[src/sv/fsnf_pkg.sv]
`timescale 1ns / 1ps

package fsnf_pkg;

  localparam int VALUE_WIDTH_DEF = 32;
  localparam int ARG_W           = 32;
  localparam int CHAR_W          = 8;
  localparam int CAP_W           = 16;
  localparam int CMD_W           = 2;

  localparam logic [CAP_W-1:0] CAP_RESET = 16'd256;

  // Input command codes
  localparam logic [CMD_W-1:0] CMD_FMT = 2'd0;
  localparam logic [CMD_W-1:0] CMD_STR = 2'd1;
  localparam logic [CMD_W-1:0] CMD_END = 2'd2;

  // Characters
  localparam logic [CHAR_W-1:0] CH_NUL     = 8'h00;
  localparam logic [CHAR_W-1:0] CH_PERCENT = 8'h25;
  localparam logic [CHAR_W-1:0] CH_MINUS   = 8'h2d;
  localparam logic [CHAR_W-1:0] CH_ZERO    = 8'h30;
  localparam logic [CHAR_W-1:0] CH_LC_B    = 8'h62;
  localparam logic [CHAR_W-1:0] CH_LC_C    = 8'h63;
  localparam logic [CHAR_W-1:0] CH_LC_D    = 8'h64;
  localparam logic [CHAR_W-1:0] CH_LC_S    = 8'h73;
  localparam logic [CHAR_W-1:0] CH_LC_U    = 8'h75;
  localparam logic [CHAR_W-1:0] CH_LC_X    = 8'h78;

  typedef enum logic [1:0] {
    BASE_DEC = 2'd0,
    BASE_HEX = 2'd1,
    BASE_BIN = 2'd2
  } fsnf_base_t;

  typedef enum logic [4:0] {
    ST_IDLE   = 5'b00001,
    ST_PRE    = 5'b00010,
    ST_DABBLE = 5'b00100,
    ST_STRIP  = 5'b01000,
    ST_DIGITS = 5'b10000
  } fsnf_state_t;

  typedef struct packed {
    logic load;       // latch input item and its decoded plan
    logic emit;       // write one character to the output register
    logic sel_digit;  // emit from the digit register, else from the prefix
    logic last;       // final character of the item
    logic dabble;     // one binary-to-BCD step
    logic bcd_load;   // move BCD digits into the digit register
    logic strip;      // drop one leading zero digit
  } fsnf_cmd_t;

  typedef struct packed {
    logic out_free;
    logic npre_zero;
    logic npre_one;
    logic has_num;
    logic is_dec;
    logic cnt_zero;
    logic cnt_one;
    logic top_zero;
  } fsnf_status_t;

  function automatic logic [CHAR_W-1:0] hex_char(input logic [3:0] d);
    logic [CHAR_W-1:0] c;
    case (d)
      4'h0: c = 8'h30;
      4'h1: c = 8'h31;
      4'h2: c = 8'h32;
      4'h3: c = 8'h33;
      4'h4: c = 8'h34;
      4'h5: c = 8'h35;
      4'h6: c = 8'h36;
      4'h7: c = 8'h37;
      4'h8: c = 8'h38;
      4'h9: c = 8'h39;
      4'ha: c = 8'h61;
      4'hb: c = 8'h62;
      4'hc: c = 8'h63;
      4'hd: c = 8'h64;
      4'he: c = 8'h65;
      default: c = 8'h66;
    endcase
    return c;
  endfunction

endpackage

[src/sv/format_string_number_formatter.sv]
`timescale 1ns / 1ps

// Channel  Direction  Handshake          Payload
// in_      input      in_valid/in_stall  in_command[1:0], in_ch[7:0], in_arg_value[31:0]
// out_     output     out_valid/out_stall out_char[7:0], out_index[15:0], out_last,
//                                         out_overflow
// cfg_     input      cfg_valid/cfg_ready cfg_capacity[15:0]
//
// One item at a time: the sequencer accepts it, emits each prefix or plain character,
// then finishes. Numbers add the BCD conversion (decimal only), drop leading zero digits
// while more than one digit is left, and emit the digits one by one.
// Reset (synchronous, rst_n low) empties the output register and restores capacity 256.
// Stalls on out_ hold the sequencer; in_stall stays high until the item is done, and the
// next item is taken while the last result of the previous one still waits for out_.

module format_string_number_formatter #(
  parameter int VALUE_WIDTH = fsnf_pkg::VALUE_WIDTH_DEF
) (
  input  logic                         clk,
  input  logic                         rst_n,
  // format / string item channel
  input  logic                         in_valid,
  output logic                         in_stall,
  input  logic [fsnf_pkg::CMD_W-1:0]   in_command,
  input  logic [fsnf_pkg::CHAR_W-1:0]  in_ch,
  input  logic [fsnf_pkg::ARG_W-1:0]   in_arg_value,
  // character result channel
  output logic                         out_valid,
  input  logic                         out_stall,
  output logic [fsnf_pkg::CHAR_W-1:0]  out_char,
  output logic [fsnf_pkg::CAP_W-1:0]   out_index,
  output logic                         out_last,
  output logic                         out_overflow,
  // capacity register write
  input  logic                         cfg_valid,
  output logic                         cfg_ready,
  input  logic [fsnf_pkg::CAP_W-1:0]   cfg_capacity
);

  fsnf_pkg::fsnf_cmd_t    cmd;
  fsnf_pkg::fsnf_status_t status;

  // Capacity writes go straight into the capacity register; always take them.
  assign cfg_ready = 1'b1;

  // Sequencer: walks prefix characters, the BCD conversion, leading-zero
  // suppression and digit output for one item.
  fsnf_ctrl u_ctrl (
    .clk      (clk),
    .rst_n    (rst_n),
    .in_valid (in_valid),
    .in_stall (in_stall),
    .status   (status),
    .cmd      (cmd)
  );

  // Datapath: item decode, digit shift register, BCD converter, buffer
  // position / sticky overflow tracking and the output register.
  fsnf_dp #(
    .VALUE_WIDTH (VALUE_WIDTH)
  ) u_dp (
    .clk          (clk),
    .rst_n        (rst_n),
    .in_command   (in_command),
    .in_ch        (in_ch),
    .in_arg_value (in_arg_value),
    .cfg_we       (cfg_valid && cfg_ready),
    .cfg_capacity (cfg_capacity),
    .cmd          (cmd),
    .status       (status),
    .out_stall    (out_stall),
    .out_valid    (out_valid),
    .out_char     (out_char),
    .out_index    (out_index),
    .out_last     (out_last),
    .out_overflow (out_overflow)
  );

endmodule

[src/sv/fsnf_ctrl.sv]
`timescale 1ns / 1ps

module fsnf_ctrl (
  input  logic                   clk,
  input  logic                   rst_n,
  input  logic                   in_valid,
  output logic                   in_stall,
  input  fsnf_pkg::fsnf_status_t status,
  output fsnf_pkg::fsnf_cmd_t    cmd
);

  fsnf_pkg::fsnf_state_t state_r, state_nxt;

  always_ff @(posedge clk) begin
    if (!rst_n) begin
      state_r <= fsnf_pkg::ST_IDLE;
    end else begin
      state_r <= state_nxt;
    end
  end

  assign in_stall = (state_r != fsnf_pkg::ST_IDLE) || !rst_n;

  always_comb begin
    state_nxt = state_r;
    cmd       = '0;
    case (state_r)
      fsnf_pkg::ST_IDLE: begin
        if (in_valid && rst_n) begin
          cmd.load  = 1'b1;
          state_nxt = fsnf_pkg::ST_PRE;
        end
      end
      fsnf_pkg::ST_PRE: begin
        if (!status.npre_zero) begin
          if (status.out_free) begin
            cmd.emit = 1'b1;
            cmd.last = status.npre_one && !status.has_num;
          end
        end else if (!status.has_num) begin
          state_nxt = fsnf_pkg::ST_IDLE;
        end else if (status.is_dec) begin
          state_nxt = fsnf_pkg::ST_DABBLE;
        end else begin
          state_nxt = fsnf_pkg::ST_STRIP;
        end
      end
      fsnf_pkg::ST_DABBLE: begin
        if (!status.cnt_zero) begin
          cmd.dabble = 1'b1;
        end else begin
          cmd.bcd_load = 1'b1;
          state_nxt    = fsnf_pkg::ST_STRIP;
        end
      end
      fsnf_pkg::ST_STRIP: begin
        if (!status.cnt_one && status.top_zero) begin
          cmd.strip = 1'b1;
        end else begin
          state_nxt = fsnf_pkg::ST_DIGITS;
        end
      end
      fsnf_pkg::ST_DIGITS: begin
        if (status.out_free) begin
          cmd.emit      = 1'b1;
          cmd.sel_digit = 1'b1;
          cmd.last      = status.cnt_one;
          if (status.cnt_one) begin
            state_nxt = fsnf_pkg::ST_IDLE;
          end
        end
      end
      default: begin
        state_nxt = fsnf_pkg::ST_IDLE;
      end
    endcase
  end

endmodule

[src/sv/fsnf_dp.sv]
`timescale 1ns / 1ps

module fsnf_dp #(
  parameter int VALUE_WIDTH = fsnf_pkg::VALUE_WIDTH_DEF
) (
  input  logic                          clk,
  input  logic                          rst_n,
  input  logic [fsnf_pkg::CMD_W-1:0]    in_command,
  input  logic [fsnf_pkg::CHAR_W-1:0]   in_ch,
  input  logic [fsnf_pkg::ARG_W-1:0]    in_arg_value,
  input  logic                          cfg_we,
  input  logic [fsnf_pkg::CAP_W-1:0]    cfg_capacity,
  input  fsnf_pkg::fsnf_cmd_t           cmd,
  output fsnf_pkg::fsnf_status_t        status,
  input  logic                          out_stall,
  output logic                          out_valid,
  output logic [fsnf_pkg::CHAR_W-1:0]   out_char,
  output logic [fsnf_pkg::CAP_W-1:0]    out_index,
  output logic                          out_last,
  output logic                          out_overflow
);

  localparam int DEC_DIGITS = (VALUE_WIDTH * 3) / 10 + 1;
  localparam int DEC_W      = 4 * DEC_DIGITS;
  localparam int HEX_DIGITS = (VALUE_WIDTH + 3) / 4;
  localparam int HEX_W      = 4 * HEX_DIGITS;
  localparam int SW0        = (VALUE_WIDTH > DEC_W) ? VALUE_WIDTH : DEC_W;
  localparam int SW         = (SW0 > HEX_W) ? SW0 : HEX_W;
  localparam int CW         = $clog2(SW + 1);

  // Control state
  logic [fsnf_pkg::CAP_W-1:0]  cap_r;
  logic [fsnf_pkg::CAP_W-1:0]  wpos_r;
  logic                        err_r;
  logic                        pend_r;
  logic [1:0]                  npre_r;
  logic                        out_valid_r;

  // Item payload
  logic [fsnf_pkg::CHAR_W-1:0] pre0_r, pre1_r;
  logic                        has_num_r;
  logic                        clear_r;
  fsnf_pkg::fsnf_base_t        base_r;
  logic [SW-1:0]               sh_r;
  logic [DEC_W-1:0]            bcd_r;
  logic [CW-1:0]               cnt_r;

  logic [fsnf_pkg::CHAR_W-1:0] out_char_r;
  logic [fsnf_pkg::CAP_W-1:0]  out_index_r;
  logic                        out_last_r;
  logic                        out_ovf_r;

  // Decode of the incoming item
  logic [VALUE_WIDTH-1:0]      v;
  logic [VALUE_WIDTH-1:0]      num_v;
  logic                        pend_nxt;
  logic [1:0]                  dec_npre;
  logic [fsnf_pkg::CHAR_W-1:0] dec_pre0, dec_pre1;
  logic                        dec_has_num;
  logic                        dec_clear;
  fsnf_pkg::fsnf_base_t        dec_base;
  logic [SW-1:0]               sh_load;
  logic [CW-1:0]               cnt_load;

  logic [DEC_W-1:0]            bcd_adj;
  logic [DEC_W-1:0]            bcd_step;
  logic [3:0]                  dig_top;
  logic [SW-1:0]               sh_shift;
  logic [fsnf_pkg::CHAR_W-1:0] emit_char;
  logic                        ovf;

  always_comb begin
    v           = VALUE_WIDTH'(in_arg_value);
    num_v       = v;
    pend_nxt    = pend_r;
    dec_npre    = 2'd0;
    dec_pre0    = fsnf_pkg::CH_NUL;
    dec_pre1    = fsnf_pkg::CH_NUL;
    dec_has_num = 1'b0;
    dec_clear   = 1'b0;
    dec_base    = fsnf_pkg::BASE_DEC;
    case (in_command)
      fsnf_pkg::CMD_FMT: begin
        if (pend_r) begin
          pend_nxt = 1'b0;
          case (in_ch)
            fsnf_pkg::CH_LC_D: begin
              dec_has_num = 1'b1;
              if (v[VALUE_WIDTH-1]) begin
                dec_pre0 = fsnf_pkg::CH_MINUS;
                dec_npre = 2'd1;
                num_v    = (~v) + VALUE_WIDTH'(1);
              end
            end
            fsnf_pkg::CH_LC_U: begin
              dec_has_num = 1'b1;
            end
            fsnf_pkg::CH_LC_C: begin
              dec_pre0 = in_arg_value[fsnf_pkg::CHAR_W-1:0];
              dec_npre = 2'd1;
            end
            fsnf_pkg::CH_LC_S: begin
              dec_npre = 2'd0;
            end
            fsnf_pkg::CH_LC_X: begin
              dec_pre0    = fsnf_pkg::CH_ZERO;
              dec_pre1    = fsnf_pkg::CH_LC_X;
              dec_npre    = 2'd2;
              dec_has_num = 1'b1;
              dec_base    = fsnf_pkg::BASE_HEX;
            end
            fsnf_pkg::CH_LC_B: begin
              dec_pre0    = fsnf_pkg::CH_ZERO;
              dec_pre1    = fsnf_pkg::CH_LC_B;
              dec_npre    = 2'd2;
              dec_has_num = 1'b1;
              dec_base    = fsnf_pkg::BASE_BIN;
            end
            fsnf_pkg::CH_PERCENT: begin
              dec_pre0 = fsnf_pkg::CH_PERCENT;
              dec_npre = 2'd1;
            end
            default: begin
              // unknown conversion: echo it
              dec_pre0 = fsnf_pkg::CH_PERCENT;
              dec_pre1 = in_ch;
              dec_npre = 2'd2;
            end
          endcase
        end else if (in_ch == fsnf_pkg::CH_PERCENT) begin
          pend_nxt = 1'b1;
        end else begin
          dec_pre0 = in_ch;
          dec_npre = 2'd1;
        end
      end
      fsnf_pkg::CMD_STR: begin
        if (in_ch != fsnf_pkg::CH_NUL) begin
          dec_pre0 = in_ch;
          dec_npre = 2'd1;
        end
      end
      fsnf_pkg::CMD_END: begin
        pend_nxt  = 1'b0;
        dec_clear = 1'b1;
        if (pend_r) begin
          dec_pre0 = fsnf_pkg::CH_PERCENT;
          dec_pre1 = fsnf_pkg::CH_NUL;
          dec_npre = 2'd2;
        end else begin
          dec_pre0 = fsnf_pkg::CH_NUL;
          dec_npre = 2'd1;
        end
      end
      default: begin
        dec_npre = 2'd0;
      end
    endcase
  end

  always_comb begin
    if (dec_base == fsnf_pkg::BASE_HEX) begin
      sh_load  = SW'(HEX_W'(num_v)) << (SW - HEX_W);
      cnt_load = CW'(HEX_DIGITS);
    end else begin
      sh_load  = SW'(num_v) << (SW - VALUE_WIDTH);
      cnt_load = CW'(VALUE_WIDTH);
    end
  end

  always_comb begin
    for (int i = 0; i < DEC_DIGITS; i++) begin
      bcd_adj[4*i +: 4] = (bcd_r[4*i +: 4] >= 4'd5) ? bcd_r[4*i +: 4] + 4'd3
                                                    : bcd_r[4*i +: 4];
    end
    bcd_step = {bcd_adj[DEC_W-2:0], sh_r[SW-1]};
  end

  always_comb begin
    if (base_r == fsnf_pkg::BASE_BIN) begin
      dig_top  = {3'b000, sh_r[SW-1]};
      sh_shift = sh_r << 1;
    end else begin
      dig_top  = sh_r[SW-1 -: 4];
      sh_shift = sh_r << 4;
    end
  end

  assign emit_char = cmd.sel_digit ? fsnf_pkg::hex_char(dig_top) : pre0_r;
  assign ovf       = err_r || (wpos_r >= cap_r);

  always_ff @(posedge clk) begin
    if (!rst_n) begin
      cap_r       <= fsnf_pkg::CAP_RESET;
      wpos_r      <= '0;
      err_r       <= 1'b0;
      pend_r      <= 1'b0;
      npre_r      <= 2'd0;
      out_valid_r <= 1'b0;
    end else begin
      if (cfg_we) begin
        cap_r <= cfg_capacity;
      end
      if (cmd.load) begin
        pend_r <= pend_nxt;
        npre_r <= dec_npre;
      end else if (cmd.emit && !cmd.sel_digit) begin
        npre_r <= npre_r - 2'd1;
      end
      if (cmd.emit) begin
        out_valid_r <= 1'b1;
        if (clear_r && cmd.last) begin
          wpos_r <= '0;
          err_r  <= 1'b0;
        end else if (ovf) begin
          err_r <= 1'b1;
        end else begin
          wpos_r <= wpos_r + 16'd1;
        end
      end else if (!out_stall) begin
        out_valid_r <= 1'b0;
      end
    end
  end

  always_ff @(posedge clk) begin
    if (cmd.load) begin
      pre0_r    <= dec_pre0;
      pre1_r    <= dec_pre1;
      has_num_r <= dec_has_num;
      clear_r   <= dec_clear;
      base_r    <= dec_base;
      sh_r      <= sh_load;
      cnt_r     <= cnt_load;
      bcd_r     <= '0;
    end else begin
      if (cmd.emit && !cmd.sel_digit) begin
        pre0_r <= pre1_r;
      end
      if ((cmd.emit && cmd.sel_digit) || cmd.strip) begin
        sh_r  <= sh_shift;
        cnt_r <= cnt_r - CW'(1);
      end
      if (cmd.dabble) begin
        bcd_r <= bcd_step;
        sh_r  <= sh_r << 1;
        cnt_r <= cnt_r - CW'(1);
      end
      if (cmd.bcd_load) begin
        sh_r  <= SW'(bcd_r) << (SW - DEC_W);
        cnt_r <= CW'(DEC_DIGITS);
      end
    end
    if (cmd.emit) begin
      out_char_r  <= ovf ? fsnf_pkg::CH_NUL : emit_char;
      out_index_r <= wpos_r;
      out_last_r  <= cmd.last;
      out_ovf_r   <= ovf;
    end
  end

  always_comb begin
    status.out_free  = !out_valid_r || !out_stall;
    status.npre_zero = (npre_r == 2'd0);
    status.npre_one  = (npre_r == 2'd1);
    status.has_num   = has_num_r;
    status.is_dec    = (base_r == fsnf_pkg::BASE_DEC);
    status.cnt_zero  = (cnt_r == '0);
    status.cnt_one   = (cnt_r == CW'(1));
    status.top_zero  = (dig_top == 4'd0);
  end

  assign out_valid    = out_valid_r;
  assign out_char     = out_char_r;
  assign out_index    = out_index_r;
  assign out_last     = out_last_r;
  assign out_overflow = out_ovf_r;

endmodule

[config.mk]
export PLATFORM = sky130hd
export DESIGN_NAME = format_string_number_formatter
export DESIGN_NICKNAME = d
export VERILOG_FILES = /design/src/sv/fsnf_pkg.sv /design/src/sv/format_string_number_formatter.sv /design/src/sv/fsnf_ctrl.sv /design/src/sv/fsnf_dp.sv
export SDC_FILE = /design/constraint.sdc
export NUM_CORES = 1
export LEC_CHECK = 0
export BUFFER_PORTS_ARGS = -buffer_cell sky130_fd_sc_hd__buf_2
export CAP_MARGIN = 30
export CORE_MARGIN = 3
export CORE_UTILIZATION = 35
export CTS_BUF_LIST = sky130_fd_sc_hd__clkbuf_2 sky130_fd_sc_hd__clkbuf_4 sky130_fd_sc_hd__clkbuf_8
export CTS_CLUSTER_DIAMETER = 40
export DETAILED_ROUTE_END_ITERATION = 16
export PLACE_DENSITY_LB_ADDON = 0.1
export RECOVER_POWER = 100
export SETUP_SLACK_MARGIN = 0.4
export SLEW_MARGIN = 20
export SYNTH_ARGS = -nofsm -noshare
export SYNTH_HDL_FRONTEND = slang
export SYNTH_SLANG_ARGS = --single-unit
export TNS_END_PERCENT = 10
[constraint.sdc]
create_clock -name clk -period 4 [get_ports clk]
set_clock_uncertainty 0.05 [all_clocks]
set_input_delay 0.6 -clock clk [delete_from_list [all_inputs] [get_ports clk]]
set_output_delay 0.6 -clock clk [all_outputs]
set_load 0.01 [all_outputs]
## Word level (Yosys, flattened, before mapping)

Memories as Yosys holds them, arrays and structs flattened.
Index checks and enable logic that the tools add are counted.

| word-level totals | value |
|---|---|
| input bits | 63 |
| output and inout port bits | 29 |
| memories | 1 |
| register bits | 174 |
| logic and storage cells | 194 |
| memory bits (read-only) | 96 |

| operators by class | value |
|---|---|
| add/sub/neg operators | 14 |
| muxes and demuxes | 83 |
| magnitude comparators | 11 |
| reductions and logical operators | 37 |
| eq/ne operators | 27 |
| bitwise gates (word level) | 1 |

Memories:

| name | depth | width | read ports | clocked after Yosys merged registers in | write ports | line | text |
|---|---|---|---|---|---|---|---|
| (no name shown) | 16 | 6 | 1 | 0 | 0 | fsnf_pkg.sv:67 | `case (d)` |

Operators with widths:

| kind | number |
|---|---|
| 40-bit 2-to-1 mux | 5 |
| 32-bit 2-to-1 mux | 4 |
| 8-bit by 7-bit == test with 1-bit output (second input constant) | 6 |
| 4-bit 2-to-1 mux | 12 |
| 8-bit 2-to-1 mux | 6 |
| 8-bit one-hot mux with 3 select lines | 2 |
| 6-bit 2-to-1 mux | 7 |
| 4-bit by 3-bit >= comparator with 1-bit output (second input constant) | 10 |
| 4-bit by 2-bit adder with 4-bit output (second input constant) | 9 |
| 32-bit by 1-bit adder with 32-bit output (second input constant) | 1 |
| 16-bit 2-to-1 mux | 2 |
| 32-bit inverter | 1 |
| 8-bit one-hot mux with 4 select lines | 1 |
| 5-bit 2-to-1 mux | 6 |
| 5-bit one-hot mux with 5 select lines | 1 |
| 1-bit 2-to-1 mux | 22 |
| 16-bit by 1-bit adder with 16-bit output (second input constant) | 1 |
| 16-bit >= comparator | 1 |
| 2-bit 2-to-1 mux | 7 |
| 2-bit one-hot mux with 3 select lines | 2 |
| 2-bit by 1-bit != test with 1-bit output (second input constant) | 5 |
| 8-bit by 6-bit == test with 1-bit output (second input constant) | 1 |
| 2-bit AND reduction | 4 |
| 8-bit nonzero test | 1 |
| other kinds (29) | 56 |

## Logic depth before layout (Yosys ltp)

| depth | value |
|---|---|
| depth in word-level cells | 11 |
| mapped depth | 11 |
| gate-level depth less buffers | 10 |

## Cells and area by module

From an unflattened synthesis, not the netlist that was laid out.

| unflattened totals | value |
|---|---|
| cell total of the unflattened synthesis | 1116 |
| area total of the unflattened synthesis | 10268.6 um^2 |

Modules (own cells, without submodules):

| module | seq. area each (um^2) | cells an instance | area each (um^2) | instances |
|---|---|---|---|---|
| fsnf_dp | 4224.1 | 1076 | 9904.5 | 1 |
| fsnf_ctrl | 100.1 | 38 | 352.8 | 1 |
| format_string_number_formatter | 0.0 | 2 | 11.3 | 1 |

## Worst setup path before layout

No wires, ideal clock.

| path | value |
|---|---|
| kind | register to register |
| from | reg u_dp.cnt_r[2] |
| to | reg u_dp.cnt_r[0], enable pin |
| stages on the path, launching flop included | 7 |
| clock period less this slack | 3.028 ns |
| slack | 0.972 ns |
| path buffers | 1 |
| required time | 3.433 ns |
| arrival time | 2.461 ns |
| library setup time | 0.517 ns |
| path through | edfxtp_1 nor4_4 nand2_1 nor3b_2 nor2_1 clkbuf_1 nand2_1 |

| between the ends | value |
|---|---|
| longest elaborated chain between the ends | 7 |
| elaborated cells on any way between the ends | 11 |
| classes of those cells | 1 x eq/ne; 5 x mux; 5 x reduce/logical |

RTL lines:

| what | line | text |
|---|---|---|
| from (decl) | fsnf_dp.sv:46 | `logic [CW-1:0] cnt_r;` |
| from (signal assigned) | fsnf_dp.sv:234 | `cnt_r <= cnt_load;` |
| from (signal assigned) | fsnf_dp.sv:242 | `cnt_r <= cnt_r - CW'(1);` |
| from (signal assigned) | fsnf_dp.sv:247 | `cnt_r <= cnt_r - CW'(1);` |
| 6-bit by 1-bit == test with 1-bit output | fsnf_dp.sv:269 | `status.cnt_one = (cnt_r == CW'(1));` |
| 1-bit zero test | fsnf_ctrl.sv:57 | `if (!status.cnt_one && status.top_zero) begin` |
| 1-bit logical AND | fsnf_ctrl.sv:57 |  |
| 1-bit 2-to-1 mux | fsnf_ctrl.sv:57 |  |
| 1-bit 2-to-1 mux | fsnf_ctrl.sv:27 | `case (state_r)` |
| 1-bit logical OR | fsnf_dp.sv:240 | `if ((cmd.emit && cmd.sel_digit) \|\| cmd.strip) begin` |
| 4-bit nonzero test (no source line) (*) | -- |  |

Every way passes the cells marked *; elsewhere a longest branch is shown, timed or not.
A chain may end at the register's enable or synchronous reset.

## Final worst setup path

| path | value |
|---|---|
| from | reg u_ctrl.state_r[1] |
| to | reg u_dp.sh_r[39], data pin |

| between the ends | value |
|---|---|
| longest elaborated chain between the ends | 5 |
| elaborated cells on any way between the ends | 7 |
| classes of those cells | 2 x eq/ne; 5 x mux |

RTL lines:

| what | line | text |
|---|---|---|
| from (decl) | fsnf_ctrl.sv:12 | `fsnf_pkg::fsnf_state_t state_r, state_nxt;` |
| from (signal assigned) | fsnf_ctrl.sv:16 | `state_r <= fsnf_pkg::ST_IDLE;` |
| from (signal assigned) | fsnf_ctrl.sv:18 | `state_r <= state_nxt;` |
| 5-bit by 3-bit == test with 1-bit output | fsnf_ctrl.sv:27 |  |
| 2-bit 2-to-1 mux | fsnf_ctrl.sv:27 |  |
| 40-bit 2-to-1 mux | fsnf_dp.sv:244 | `if (cmd.dabble) begin` |
| 40-bit 2-to-1 mux | fsnf_dp.sv:249 | `if (cmd.bcd_load) begin` |
| 40-bit 2-to-1 mux (*) | fsnf_dp.sv:227 | `if (cmd.load) begin` |
| to (signal assigned) | fsnf_dp.sv:233 | `sh_r <= sh_load;` |
| to (signal assigned) | fsnf_dp.sv:246 | `sh_r <= sh_r << 1;` |
| to (signal assigned) | fsnf_dp.sv:250 | `sh_r <= SW'(bcd_r) << (SW - DEC_W);` |
| to (decl) | fsnf_dp.sv:44 | `logic [SW-1:0] sh_r;` |

Marks and branches as above.

==> summary.md <==
| Metric | Value |
|---|---|
| Reg-to-reg startpoint | u_ctrl.state_r[1] |
| Delay-heaviest family, CP | simple AND/OR/NAND/NOR gates |
| Hold Buf Count CTS | 0 |
| CTS tree | yes |
| Crit path arrival time | 3.51 ns |
| Seq cells post-synth | 174 |
| Post-synthesis cell area | 0.0103 mm^2 |
| RSZ-0062 raised after global routing | false |
| Die Height | 177 um |
| Critical path fanouts, max | 60 |
| IO Pins | 92 |
| # rows | 62 |
| Placed cell areas | 0.0111 mm^2 |
| Sequential area share after synthesis | 42.2% |
| Die area | 0.0314 mm^2 |
| Vias post-DR | 8,535 |
| Post-Layout Inst Area | 0.0114 mm^2 |
| Outcome | finished, final reports clean |
| Global-route wire length before repair | 43.6 mm |
| Crit path cell chain | or4b_1 > nor2_1 > nand3_1 > inv_1 > buf_12 > o311ai_0 > o211ai_1 |
| Hold crit path type | in -> reg |
| Max cap viols | 0 |
| Final Setup Violations | 0 |
| Core Area | 0.0288 mm^2 |
| Postcts setup bufs | 0 |
| Crit start category | flop |
| Crit path largest cell delay | 0.70 ns |
| Tmin final | 3.26 ns |
| Root buf cell | clkbuf_8 |
| Pin count of the biggest net entering global routing | 61 |
| # DRC | 0 |
| Peak supply drop | 0.201 mV |
| Initial antenna violation count | 0 |
| Gpl congestion | 0.834 |
| Share of cells above drive strength 1 | 10.7% |
| Synth Warn # | 0 |
| Final period util | 81.5% |
| WL final | 26.7 mm |
| Initial core utilization | 35.6% |
| Fin Setup TNS | 0 ns |
| # H-tree levels | 4 |
| Clk slew on worst S/H paths | 0.12 ns |
| Crit path buffers/inverters | 2 |
| Critical Path RT | 4.25 ns |
| Setup crit start | u_ctrl.state_r[1] |
| Hold path startpoint | cfg_capacity[8] |
| Skew-Pair Late Insertion Delay | 0.47 ns |
| Max clock buf depth | 2 |
| Vias in the first global route | 8,131 |
| Power Dens Cells | 319 mW/mm^2 |
| Final max-slew violation count | 0 |
| Critical path endpoint category | flop |
| Fmax | 307 MHz |
| Predominant post-synthesis flop cell | dfxtp_1 |
| Die X | 177 um |
| Most frequent cells in the layout | nand2_1 (166), a21oi_1 (117), dfxtp_1 (90) |
| Post-CTS Resized | 0 |
| Endpoints failing hold | 0 |
| Drt first-iter violations | 517 |
| Post-Syn Instances | 1,159 |
| Nets | 1,335 |
| CTS Buf Count | 17 |
| Total track usage | 17.2% |
| Post-synth EDFFs | 84 |
| Headroom to the max-slew limit | 12.6% |
| Syn_area_per_cell | 8.85 um^2 |
| Layout area overhead | 11.4% |
| Post-Synthesis Net Count | 1,268 |
| Dpl hpwl | 19.2 mm |
| Most common cell after layout, fill and taps aside | nand2_1 |
| Post-route ant nets | 0 |
| Port Buf Inserts | 90 |
| Gr ovfl total | 0 |
| First-pass iteration count of the detailed router | 5 |
| Critical-path top delay cell | nand3_1 |
| Via-to-Cell Ratio | 5.26 |
| FFs w/ async S/R, synth | 0% |
| Per-cell routed wire length | 16.5 um |
| Fill count | 2,955 |
| Sink Count | 174 |
| Tightest Pin Transition | 1.31 ns |
| Setup CP Type | reg -> reg |
| Pleak | 4.12 nW |
| ANT cells | 0 |
| Yosys cell types | 81 |
-- sequential cells by signal, summed over array words and instances (netlist names), 2 cells and up --
signal          flops
u_ctrl.state_r      5
u_dp.base_r         2
u_dp.bcd_r         40
u_dp.cap_r         16
u_dp.cnt_r          6
u_dp.npre_r         2
u_dp.out_char       8
u_dp.out_index     16
u_dp.pre0_r         8
u_dp.pre1_r         8
u_dp.sh_r          40
u_dp.wpos_r        16
-- final cells by class --
type	instances	area [um^2]	share of cell area (%)
clock buffers	17	234	2.05
multi-input cells	867	5400	47.3
repair buffers	113	583	5.11
flip-flops and latches	174	4320	37.9
inverters	53	199	1.74
clock inverters	15	196	1.72
well taps	384	480	4.21
-- through the flow --
stage,std cells,setup WS [ns],power [mW],hold WS [ns],util [%]
after floorplan,1159,0.972,2.25,0.401,-
after global placement,1591,0.928,2.39,0.425,38.6
after detailed placement,1591,0.874,2.40,0.430,38.6
after CTS,1623,1.08,3.71,0.299,40.1
after global routing,1623,0.450,3.82,0.315,39.7
final,1623,0.739,3.64,0.326,39.7
-- power by group --
part	leakage [nW]	switching (mW)	internal, mW
Clock	0.212	0.809	0.486
Sequential	1.49	0.0379	1.93
Combinational	2.42	0.233	0.147
-- cells in the mapped netlist, types with 14 or more instances --
| cell type | count | area, um^2 |
|---|---|---|
| nand2_1 | 166 | 623 |
| a21oi_1 | 116 | 581 |
| dfxtp_1 | 90 | 1800 |
| edfxtp_1 | 84 | 2520 |
| nor2_1 | 80 | 300 |
| o21ai_0 | 73 | 365 |
| inv_1 | 52 | 195 |
| clkbuf_1 | 46 | 173 |
| ha_1 | 46 | 576 |
| nand3_1 | 29 | 145 |
| nor2b_1 | 28 | 175 |
| mux2i_1 | 26 | 260 |
| xnor2_1 | 23 | 201 |
| xor2_1 | 23 | 201 |
| a221o_1 | 21 | 210 |
| nand2b_1 | 18 | 113 |
| buf_2 | 15 | 75.1 |
| and3_1 | 14 | 87.6 |
| nor3_1 | 14 | 70.1 |
| nor3b_1 | 14 | 105 |
-- tightest hold or removal path: stages --
cell	delay (ns)
buf_2	0.08
nand2_1	0.05
o211ai_1	0.06
-- layer usage --
layer / GRT usage [%] / share of wire (%) / vias to the layer above
met2: 29.1 / 47 / 179
li1: - / - / 4320
met3: 2.19 / 3.8 / 25
met1: 23.4 / 48 / 4011
met4: 4.26 / 1.4 / 0
met5: 0 / 0 / -
-- final timing paths --
check / end / slack, ns / depth (start not counted)
max: u_dp.sh_r[39] / 0.74 / 7
max reg2reg: u_dp.sh_r[39] / 0.74 / 7
min: u_dp.cap_r[8] / 0.33 / 3
min reg2reg: u_dp.bcd_r[1] / 0.44 / 2
-- cells by family after synthesis --
family / count (synthesis) / synth area share [%]
xor gates and xnor gates: 46 / 3.93
other: 1 / 0.0366
DFF: 174 / 42.2
and+or+nand+nor: 436 / 21.6
adders and majority gates: 46 / 5.61
AOI/OAI and AO/OA: 311 / 19.3
muxes: 27 / 2.65
buffers and inverters: 118 / 4.68
(Power assumes the default switching activity.)
